## config.mk

```make
export PLATFORM = sky130hd
export DESIGN_NAME = adaptive_concurrency_throttle
export DESIGN_NICKNAME = d
export VERILOG_FILES = /design/src/rtl/act_pkg.sv /design/src/rtl/adaptive_concurrency_throttle.sv /design/src/rtl/act_ram.sv
export VERILOG_INCLUDE_DIRS = /design/src /design/src/rtl
export SDC_FILE = /design/constraint.sdc
export NUM_CORES = 2
export LEC_CHECK = 0
export BUFFER_PORTS_ARGS = -buffer_cell sky130_fd_sc_hd__clkbuf_2
export CAP_MARGIN = 20
export CORE_MARGIN = 1
export CORE_UTILIZATION = 30
export CTS_CLUSTER_DIAMETER = 120
export DETAILED_ROUTE_END_ITERATION = 12
export GPL_ROUTABILITY_DRIVEN = 0
export HOLD_SLACK_MARGIN = 0.15
export PLACE_DENSITY_LB_ADDON = 0.25
export SKIP_LAST_GASP = 1
export SYNTH_ARGS = -nofsm -noshare
export SYNTH_HDL_FRONTEND = slang
export SYNTH_SLANG_ARGS = --single-unit
```

## constraint.sdc

```tcl
create_clock -name clock -period 36.2 [get_ports clock]
set_input_delay 1.81 -clock clock [delete_from_list [all_inputs] [get_ports clock]]
set_output_delay 1.81 -clock clock [all_outputs]
set_load 0.05 [all_outputs]
```

## src/rtl/adaptive_concurrency_throttle_assert.svh

```systemverilog
// Assertion macros for the adaptive concurrency throttle.
// Included by the top level; needs no package.
`ifndef ADAPTIVE_CONCURRENCY_THROTTLE_ASSERT_SVH
`define ADAPTIVE_CONCURRENCY_THROTTLE_ASSERT_SVH

// same-cycle implication
`define ACT_ASSERT_NOW(lbl, clk, rst, ante, cons, msg) \
   lbl: assert property (@(posedge clk) disable iff (rst) (ante) |-> (cons)) \
      else $error(msg);

// next-cycle implication
`define ACT_ASSERT_NEXT(lbl, clk, rst, ante, cons, msg) \
   lbl: assert property (@(posedge clk) disable iff (rst) (ante) |=> (cons)) \
      else $error(msg);

`endif

```

## src/rtl/act_pkg.sv

```systemverilog
// Shared constants and types of the adaptive concurrency throttle.
// No dependencies; used by the top level and the testbench.
package act_pkg;

   localparam int NUM_TYPES = 16;
   localparam int TYPE_BITS = $clog2(NUM_TYPES);
   localparam int TIME_BITS = 32;

   localparam logic [1:0] FN_REPORT   = 2'd0;
   localparam logic [1:0] FN_DISPATCH = 2'd1;
   localparam logic [1:0] FN_COMPLETE = 2'd2;
   localparam logic [1:0] FN_TICK     = 2'd3;

   localparam logic [1:0] ADJ_NONE  = 2'd0;
   localparam logic [1:0] ADJ_RAISE = 2'd1;
   localparam logic [1:0] ADJ_LOWER = 2'd2;

   localparam int          CSR_IDX_BITS = 4;
   localparam int          CSR_DATA_BITS = 16;
   localparam logic [CSR_IDX_BITS-1:0] CSR_ENABLE_MASK   = 4'd0;
   localparam logic [CSR_IDX_BITS-1:0] CSR_SUCCESS_THR   = 4'd1;
   localparam logic [CSR_IDX_BITS-1:0] CSR_INCREASE_RATE = 4'd2;
   localparam logic [CSR_IDX_BITS-1:0] CSR_DECREASE_RATE = 4'd3;
   localparam logic [CSR_IDX_BITS-1:0] CSR_MIN_LIMIT     = 4'd4;
   localparam logic [CSR_IDX_BITS-1:0] CSR_MAX_LIMIT     = 4'd5;
   localparam logic [CSR_IDX_BITS-1:0] CSR_COOLDOWN      = 4'd6;
   localparam logic [CSR_IDX_BITS-1:0] CSR_INITIAL_LIMIT = 4'd7;

   localparam logic [15:0] RST_ENABLE_MASK   = 16'd0;
   localparam logic [7:0]  RST_SUCCESS_THR   = 8'd5;
   localparam logic [9:0]  RST_INCREASE_RATE = 10'd384;
   localparam logic [7:0]  RST_DECREASE_RATE = 8'd128;
   localparam logic [7:0]  RST_MIN_LIMIT     = 8'd1;
   localparam logic [7:0]  RST_MAX_LIMIT     = 8'd20;
   localparam logic [15:0] RST_COOLDOWN      = 16'd5000;
   localparam logic [7:0]  RST_INITIAL_LIMIT = 8'd5;

   localparam logic [10:0] RATE_CODE  = 11'd429;
   localparam logic [7:0]  FAIL_RUN   = 8'd3;
   localparam logic [7:0]  RATE_STEP  = 8'd26;
   localparam logic [7:0]  RATE_FLOOR = 8'd128;
   localparam logic [7:0]  COUNT_MAX  = 8'd255;

   typedef struct packed {
      logic [TIME_BITS-1:0] last_time;
      logic                 adj_valid;
      logic [7:0]           decrease_rate;
      logic [7:0]           failure_streak;
      logic [7:0]           success_streak;
      logic [7:0]           limit;
      logic [7:0]           running;
   } entry_type;

endpackage

```

## src/rtl/adaptive_concurrency_throttle.sv

```systemverilog
// Adaptive concurrency throttle top level: per-type limit table and control.
// Depends on act_pkg, act_ram and adaptive_concurrency_throttle_assert.svh.
//
//   channel | direction | handshake          | payload
//   req     | in        | req_valid/ready    | func, task_type, success, error_code
//   rsp     | out       | rsp_valid/ready    | granted, current_limit, running_count, adjustment
//   csr     | in        | csr_valid/ready    | csr_index, csr_wdata
//
// Each request does the table read on acceptance, then one
// read-modify-write through the single shared multiplier.
// A result waits in the output register; the write-back stalls while it is held.
// Reset is synchronous; per-entry valid bits stand in for the table reset,
// so no clearing pass is needed. csr writes are always ready.
module adaptive_concurrency_throttle
   import act_pkg::*;
(
   input  logic                     clock,
   input  logic                     reset,
   input  logic                     req_valid,
   output logic                     req_ready,
   input  logic [1:0]               req_func,
   input  logic [3:0]               req_task_type,
   input  logic                     req_success,
   input  logic signed [10:0]       req_error_code,
   output logic                     rsp_valid,
   input  logic                     rsp_ready,
   output logic                     rsp_granted,
   output logic [7:0]               rsp_current_limit,
   output logic [7:0]               rsp_running_count,
   output logic [1:0]               rsp_adjustment,
   input  logic                     csr_valid,
   output logic                     csr_ready,
   input  logic [CSR_IDX_BITS-1:0]  csr_index,
   input  logic [CSR_DATA_BITS-1:0] csr_wdata
);

   typedef enum logic {ST_IDLE, ST_EXEC} state_type;

   state_type            state_ff, state_in;
   logic [15:0]          enable_mask_ff, enable_mask_in;
   logic [7:0]           thr_ff, thr_in;
   logic [9:0]           inc_rate_ff, inc_rate_in;
   logic [7:0]           dec_start_ff, dec_start_in;
   logic [7:0]           min_limit_ff, min_limit_in;
   logic [7:0]           max_limit_ff, max_limit_in;
   logic [15:0]          cooldown_ff, cooldown_in;
   logic [7:0]           init_limit_ff, init_limit_in;
   logic [TIME_BITS-1:0] now_ff, now_in;
   logic [NUM_TYPES-1:0] entry_vld_ff, entry_vld_in;
   logic [NUM_TYPES-1:0] limit_vld_ff, limit_vld_in;
   logic [NUM_TYPES-1:0] rate_vld_ff, rate_vld_in;
   logic [1:0]           func_ff, func_in;
   logic [3:0]           type_ff, type_in;
   logic                 success_ff, success_in;
   logic [10:0]          code_ff, code_in;
   logic                 rsp_valid_ff, rsp_valid_in;
   logic                 granted_ff, granted_in;
   logic [7:0]           limit_out_ff, limit_out_in;
   logic [7:0]           running_out_ff, running_out_in;
   logic [1:0]           adj_ff, adj_in;

   logic                 req_accept, csr_accept, out_free, in_range, enabled, cooling;
   logic                 ram_we;
   logic [TYPE_BITS-1:0] idx;
   entry_type            ram_rdata, cur, nxt;
   logic [9:0]           mul_b;
   logic [17:0]          product;
   logic [9:0]           scaled;
   logic [7:0]           up_limit, down_limit, ss_inc, fs_inc;
   logic                 result_granted;
   logic [1:0]           result_adj;
   logic [TIME_BITS-1:0] since_adjust;

   assign req_ready  = (state_ff == ST_IDLE);
   assign csr_ready  = 1'b1;
   assign req_accept = req_valid && req_ready;
   assign csr_accept = csr_valid && csr_ready;
   assign out_free   = !rsp_valid_ff || rsp_ready;

   assign idx      = TYPE_BITS'(type_ff);
   assign in_range = (32'(type_ff) < NUM_TYPES);
   assign enabled  = enable_mask_ff[type_ff];
   assign ram_we   = (state_ff == ST_EXEC) && out_free && in_range;

   act_ram #(
      .WIDTH ($bits(entry_type)),
      .DEPTH (NUM_TYPES)
   ) u_table (
      .clock   (clock),
      .wr_en   (ram_we),
      .wr_addr (idx),
      .wr_data (nxt),
      .rd_en   (req_accept),
      .rd_addr (TYPE_BITS'(req_task_type)),
      .rd_data (ram_rdata)
   );

   // unwritten entries read as reset state; a limit or rate CSR load resets only that field
   always_comb begin
      cur = ram_rdata;
      if (!entry_vld_ff[idx]) begin
         cur.running        = '0;
         cur.success_streak = '0;
         cur.failure_streak = '0;
         cur.adj_valid      = 1'b0;
         cur.last_time      = '0;
      end
      if (!limit_vld_ff[idx]) begin
         cur.limit = init_limit_ff;
      end
      if (!rate_vld_ff[idx]) begin
         cur.decrease_rate = dec_start_ff;
      end
   end

   assign mul_b        = success_ff ? inc_rate_ff : {2'b00, cur.decrease_rate};
   assign product      = {10'd0, cur.limit} * {8'd0, mul_b};
   assign scaled       = product[17:8];
   assign up_limit     = (scaled > {2'b00, max_limit_ff}) ? max_limit_ff : scaled[7:0];
   assign down_limit   = (scaled[7:0] < min_limit_ff) ? min_limit_ff : scaled[7:0];
   assign ss_inc       = (cur.success_streak == COUNT_MAX) ? COUNT_MAX : cur.success_streak + 8'd1;
   assign fs_inc       = (cur.failure_streak == COUNT_MAX) ? COUNT_MAX : cur.failure_streak + 8'd1;
   assign since_adjust = now_ff - cur.last_time;
   assign cooling      = cur.adj_valid && (since_adjust < TIME_BITS'(cooldown_ff));

   always_comb begin
      nxt            = cur;
      result_granted = 1'b0;
      result_adj     = ADJ_NONE;
      case (func_ff)
         FN_REPORT: begin
            if (enabled && !cooling) begin
               if (success_ff) begin
                  nxt.failure_streak = '0;
                  nxt.success_streak = ss_inc;
                  if (ss_inc >= thr_ff && cur.limit < max_limit_ff && up_limit > cur.limit) begin
                     nxt.limit          = up_limit;
                     nxt.success_streak = '0;
                     nxt.last_time      = now_ff;
                     nxt.adj_valid      = 1'b1;
                     result_adj         = ADJ_RAISE;
                  end
               end else if (code_ff != RATE_CODE) begin
                  nxt.failure_streak = '0;
               end else begin
                  nxt.success_streak = '0;
                  nxt.failure_streak = fs_inc;
                  if (down_limit < cur.limit) begin
                     nxt.limit     = down_limit;
                     nxt.last_time = now_ff;
                     nxt.adj_valid = 1'b1;
                     result_adj    = ADJ_LOWER;
                     if (fs_inc >= FAIL_RUN) begin
                        nxt.decrease_rate = (cur.decrease_rate >= RATE_FLOOR + RATE_STEP) ?
                                            cur.decrease_rate - RATE_STEP : RATE_FLOOR;
                     end
                  end
               end
            end
         end
         FN_DISPATCH: begin
            if (!enabled || cur.running < cur.limit) begin
               result_granted = 1'b1;
               nxt.running    = (cur.running == COUNT_MAX) ? COUNT_MAX : cur.running + 8'd1;
            end
         end
         FN_COMPLETE: begin
            if (cur.running != 8'd0) begin
               nxt.running = cur.running - 8'd1;
            end
         end
         default: begin
         end
      endcase
   end

   always_comb begin
      state_in       = state_ff;
      enable_mask_in = enable_mask_ff;
      thr_in         = thr_ff;
      inc_rate_in    = inc_rate_ff;
      dec_start_in   = dec_start_ff;
      min_limit_in   = min_limit_ff;
      max_limit_in   = max_limit_ff;
      cooldown_in    = cooldown_ff;
      init_limit_in  = init_limit_ff;
      now_in         = now_ff;
      entry_vld_in   = entry_vld_ff;
      limit_vld_in   = limit_vld_ff;
      rate_vld_in    = rate_vld_ff;
      func_in        = func_ff;
      type_in        = type_ff;
      success_in     = success_ff;
      code_in        = code_ff;
      rsp_valid_in   = rsp_valid_ff && !rsp_ready;
      granted_in     = granted_ff;
      limit_out_in   = limit_out_ff;
      running_out_in = running_out_ff;
      adj_in         = adj_ff;

      case (state_ff)
         ST_IDLE: begin
            if (req_accept) begin
               func_in    = req_func;
               type_in    = req_task_type;
               success_in = req_success;
               code_in    = req_error_code;
               if (req_func == FN_TICK) begin
                  now_in = now_ff + TIME_BITS'(1);
               end
               state_in = ST_EXEC;
            end
         end
         ST_EXEC: begin
            if (out_free) begin
               rsp_valid_in = 1'b1;
               if (in_range) begin
                  granted_in          = result_granted;
                  limit_out_in        = nxt.limit;
                  running_out_in      = nxt.running;
                  adj_in              = result_adj;
                  entry_vld_in[idx]   = 1'b1;
                  limit_vld_in[idx]   = 1'b1;
                  rate_vld_in[idx]    = 1'b1;
               end else begin
                  granted_in     = 1'b0;
                  limit_out_in   = '0;
                  running_out_in = '0;
                  adj_in         = ADJ_NONE;
               end
               state_in = ST_IDLE;
            end
         end
         default: state_in = ST_IDLE;
      endcase

      if (csr_accept) begin
         case (csr_index)
            CSR_ENABLE_MASK:   enable_mask_in = csr_wdata;
            CSR_SUCCESS_THR:   thr_in         = csr_wdata[7:0];
            CSR_INCREASE_RATE: inc_rate_in    = csr_wdata[9:0];
            CSR_DECREASE_RATE: begin
               dec_start_in = csr_wdata[7:0];
               rate_vld_in  = '0;
            end
            CSR_MIN_LIMIT:     min_limit_in   = csr_wdata[7:0];
            CSR_MAX_LIMIT:     max_limit_in   = csr_wdata[7:0];
            CSR_COOLDOWN:      cooldown_in    = csr_wdata;
            CSR_INITIAL_LIMIT: begin
               init_limit_in = csr_wdata[7:0];
               limit_vld_in  = '0;
            end
            default: begin
            end
         endcase
      end
   end

   always_ff @(posedge clock) begin
      if (reset) begin
         state_ff       <= ST_IDLE;
         enable_mask_ff <= RST_ENABLE_MASK;
         thr_ff         <= RST_SUCCESS_THR;
         inc_rate_ff    <= RST_INCREASE_RATE;
         dec_start_ff   <= RST_DECREASE_RATE;
         min_limit_ff   <= RST_MIN_LIMIT;
         max_limit_ff   <= RST_MAX_LIMIT;
         cooldown_ff    <= RST_COOLDOWN;
         init_limit_ff  <= RST_INITIAL_LIMIT;
         now_ff         <= '0;
         entry_vld_ff   <= '0;
         limit_vld_ff   <= '0;
         rate_vld_ff    <= '0;
         rsp_valid_ff   <= 1'b0;
      end else begin
         state_ff       <= state_in;
         enable_mask_ff <= enable_mask_in;
         thr_ff         <= thr_in;
         inc_rate_ff    <= inc_rate_in;
         dec_start_ff   <= dec_start_in;
         min_limit_ff   <= min_limit_in;
         max_limit_ff   <= max_limit_in;
         cooldown_ff    <= cooldown_in;
         init_limit_ff  <= init_limit_in;
         now_ff         <= now_in;
         entry_vld_ff   <= entry_vld_in;
         limit_vld_ff   <= limit_vld_in;
         rate_vld_ff    <= rate_vld_in;
         rsp_valid_ff   <= rsp_valid_in;
      end
      func_ff        <= func_in;
      type_ff        <= type_in;
      success_ff     <= success_in;
      code_ff        <= code_in;
      granted_ff     <= granted_in;
      limit_out_ff   <= limit_out_in;
      running_out_ff <= running_out_in;
      adj_ff         <= adj_in;
   end

   assign rsp_valid         = rsp_valid_ff;
   assign rsp_granted       = granted_ff;
   assign rsp_current_limit = limit_out_ff;
   assign rsp_running_count = running_out_ff;
   assign rsp_adjustment    = adj_ff;

`include "adaptive_concurrency_throttle_assert.svh"

   `ACT_ASSERT_NEXT(a_accept_to_exec, clock, reset, req_accept, state_ff == ST_EXEC, "no execute")
   `ACT_ASSERT_NOW(a_no_write_when_held, clock, reset, !out_free, !ram_we, "write while held")
   `ACT_ASSERT_NOW(a_grant_run, clock, reset, rsp_valid && granted_ff, running_out_ff != '0, "no count")
   `ACT_ASSERT_NOW(a_adj_code, clock, reset, rsp_valid, rsp_adjustment <= ADJ_LOWER, "bad adjustment")

endmodule

```

## src/rtl/act_ram.sv

```systemverilog
// Generic single-write, single-read RAM with registered read data.
// No dependencies.
module act_ram #(
   parameter int WIDTH = 8,
   parameter int DEPTH = 16
) (
   input  logic                     clock,
   input  logic                     wr_en,
   input  logic [$clog2(DEPTH)-1:0] wr_addr,
   input  logic [WIDTH-1:0]         wr_data,
   input  logic                     rd_en,
   input  logic [$clog2(DEPTH)-1:0] rd_addr,
   output logic [WIDTH-1:0]         rd_data
);

   logic [WIDTH-1:0] mem_ff [DEPTH];
   logic [WIDTH-1:0] rd_data_ff;

   always_ff @(posedge clock) begin
      if (wr_en) begin
         mem_ff[wr_addr] <= wr_data;
      end
      if (rd_en) begin
         rd_data_ff <= mem_ff[rd_addr];
      end
   end

   assign rd_data = rd_data_ff;

endmodule

```

==> metrics <==
largest family of logic cells by synthesized area=multiplexers; layout cell share with drive strength beyond 1=0.2201; Slowest-stage cell, CP=a221oi_2; syn_nets=3898; Synth Area in XOR/XNOR=0.009030; Crit path arrival time=14.69 ns; final cell utilization of the core=0.3466; # setup viols final=0; critical path's most frequent cell=inv_1; crit-path max cell delay=1.14 ns; Finished Layout Cells=6636; H-tree levels=4; Routed Antenna Nets=0; clock insertion delay at the later pin of the skew report=0.80 ns; post-DR wirelength/cell=25.45 um; met3 Use GR=0.02348; Async SR Flop Fraction=0; Final Skew=0.02756 ns; Synth Cell Area=0.06208 mm2; initial antenna violation count=11; endpoints failing hold=0; CTS resizes=0; first-pass GRT wire length=245200 um; P per Cell Area=52.24 mW/mm2; synthesis-to-finish area growth=14.57%; Post-Synth Adder-Cell Area=0.04430; Warnings, synthesis=0; met2 usage=0.2609; first-pass iteration count of the detailed router=5; cts bufs inserted=154; I/O pin total=65; Final nets=4051; crit share post-route=0.3947; pre-CTS WS=22.06 ns; HPWL after DPL=98450 um; status=complete, no violations; setup TNS=0 ns; DRT Wirelength=168900 um; Max Cap Viol=0; Post-synth EDFFs=1278; die area=0.2087 mm2; Clock Path Buffers=3; internal reg-to-reg setup slack=21.91 ns; worst setup path class=reg2reg; number of global-route vias before repair=34.20k; Fillers=19.44k; Initial Utilization=0.3025; Leakage=24.09 nW; synth unique cells=91; register area share after synthesis=0.6711; Synth Area in Compound Gates=0.04706; Setup Buffers After CTS=0; met1 usage in global routing=0.2242; CTS tree=built; Slew headroom=0.1416; Worst Hold Class=reg2reg; dominant synthesized flop cell=edfxtp_1; gr busiest metal=met2; CP Launch Type=flip-flop; CP max FO=33; CP Capture Type=flip-flop; Area contributors post-synth=edfxtp_1, mux4_2, dfxtp_1, ha_1, fa_1; Final Max Tran Viols=0; GRT Overall Usage=0.1611; Post-Synthesis Cells=3664; row cnt=166; vias=33.63k; Final min period=14.29 ns; Root Driver=clkbuf_16; RSZ-0062 raised after global routing=no; initial DRC count=3038; flop and latch count out of synthesis=1442; die height=456.9 um; Die X=456.9 um; mux contribution to synthesized area=0.1504; Post-Syn Area per Cell=16.94 um2; post-cts hold buffer count=0; post-synth top area share=0.6182; maximum clock frequency=70.00 MHz; Worst-path clk slew=0.06 ns; Post-Place Cells=6343; area leader, netlist=edfxtp_1; IO buf count=63; largest net degree at the start of global routing=93; core area=0.2052 mm2; gr ovfl total=0; final worst setup slack=21.91 ns; clk sinks=1442; Worst Path Required=36.61 ns; VDD IR max=0.05026 mV; drt via density=5.068; DRC violations left=0; Post-Synth Simple-Gate Area=0.05706; Worst Tran Pin Value=1.288 ns
[metal layers]
| layer | wire [um] | vias to the layer above | part of all wire |
|---|---|---|---|
| li1 | - | 14720 | - |
| met1 | 76910 | 17900 | 0.46 |
| met2 | 81190 | 780 | 0.48 |
| met3 | 6861 | 228 | 0.041 |
| met4 | 3893 | 2 | 0.023 |
| met5 | 13 | - | 0.000077 |
[final timing paths]
path | start | to | depth (start not counted)
max reg2reg | idx[1]$_DFFE_PP_ | u_table.mem_ff[9][13]$_DFFE_PP_ | 46
min reg2reg | enable_mask_ff[5]$_SDFFE_PP0P_ | enable_mask_ff[5]$_SDFFE_PP0P_ | 2
min | enable_mask_ff[5]$_SDFFE_PP0P_ | enable_mask_ff[5]$_SDFFE_PP0P_ | 2
max | idx[1]$_DFFE_PP_ | u_table.mem_ff[9][13]$_DFFE_PP_ | 46
[logic make-up (layout without fill, tap and decap cells)]
group                    Yosys count  after routing
flip-flops                      1442           1442
AND/OR/NAND/NOR                  761            761
multiplexers                     460            460
AO/OA/AOI/OAI                    424            424
buffers and inverters            321            601
adder cells (fa/ha/maj)          191            191
XOR/XNOR                          64             64
other                              1              5
[through the flow]
step	power, mW	area, um2	hold WS [ns]
floorplan	2.080	62080	0.4330
global placement	2.173	65950	0.4409
detailed placement	2.175	66010	0.4480
CTS	3.758	71070	0.4564
global route	3.841	71120	0.4712
finish	3.716	71130	0.4559
[synthesized netlist by cell type, drive strengths merged (4+ instances only)]
cell and n:
a2111oi 6, a211o 14, a211oi 14, a21o 21, a21oi 98, a221oi 5
a22o 8, a22oi 5, a31oi 13, and2 15, and3 20, and4 11
buf 61, clkbuf 106, dfxtp 164, edfxtp 1278, fa 48, ha 143
inv 154, mux2 17, mux2i 67, mux4 376, nand2 222, nand2b 27
nand3 75, nand3b 14, nand4 24, nor2 255, nor2b 24, nor3 27
nor3b 4, nor4 9, o211a 4, o211ai 16, o21a 52, o21ai 108
o21bai 9, o22ai 7, o31a 4, o31ai 11, or2 14, or3 12
xnor2 28, xor2 36
[where the power goes]
group / internal (mW) / leakage, nW / switching (mW) / total, mW
Sequential: 1.84 / 13.1 / 0.0127 / 1.85
Combinational: 0.108 / 8.48 / 0.177 / 0.285
Clock: 0.912 / 2.47 / 0.665 / 1.58
Total: 2.86 / 24.1 / 0.855 / 3.72
[critical path: cells and delay by family, from the launching register on]
| kind | cells | cell delay [ns] |
|---|---|---|
| compound gates | 12 | 3.97 |
| simple gates | 16 | 3.73 |
| fa+ha+maj | 7 | 2.76 |
| mux | 5 | 1.73 |
| flops | 1 | 0.93 |
| buf+inv | 6 | 0.74 |
[layout by cell type (no fill, tap or decap), types with 22 or more instances in the layout]
cell type / instances
nand3_1: 75
clkbuf_1: 37
nor3_1: 25
nand4_1: 24
o21ai_2: 30
clkbuf_2: 58
edfxtp_1: 1278
ha_1: 143
dfxtp_1: 164
xnor2_1: 28
clkbuf_16: 160
nor2_1: 239
a21oi_1: 96
mux4_2: 376
buf_4: 96
mux2i_1: 67
nor2b_1: 23
nand2_1: 221
xor2_1: 36
o21a_1: 51
o21ai_0: 73
nand2b_1: 27
inv_1: 153
clkinv_2: 22
fa_1: 48
[state kept, by name (all words and copies together), names as in the netlist, 4 cells and up]
signal and cells:
dec_start_ff 8, rsp_running_count 8, rate_vld_ff 16, inc_rate_ff 10, u_table.mem_ff 1168, min_limit_ff 8
u_table.rd_data 73, enable_mask_ff 16, init_limit_ff 8, idx 4, cooldown_ff 16, limit_vld_ff 16
max_limit_ff 8, now_ff 32, code_ff 11, entry_vld_ff 16, rsp_current_limit 8, thr_ff 8
[cell type report]
cell class | instances | area [um2] | share of cell area
timing repair buffer | 164 | 1157 | 0.01627
sequential | 1442 | 41660 | 0.5857
clock buffer | 209 | 4308 | 0.06057
antenna | 4 | 10.01 | 0.0001407
multi-input combinational | 1901 | 19290 | 0.2713
inverter | 154 | 578.1 | 0.008127
clock inverter | 74 | 754.5 | 0.01061
tap | 2688 | 3363 | 0.04729
Note: power is estimated with default switching activity, not from simulation.
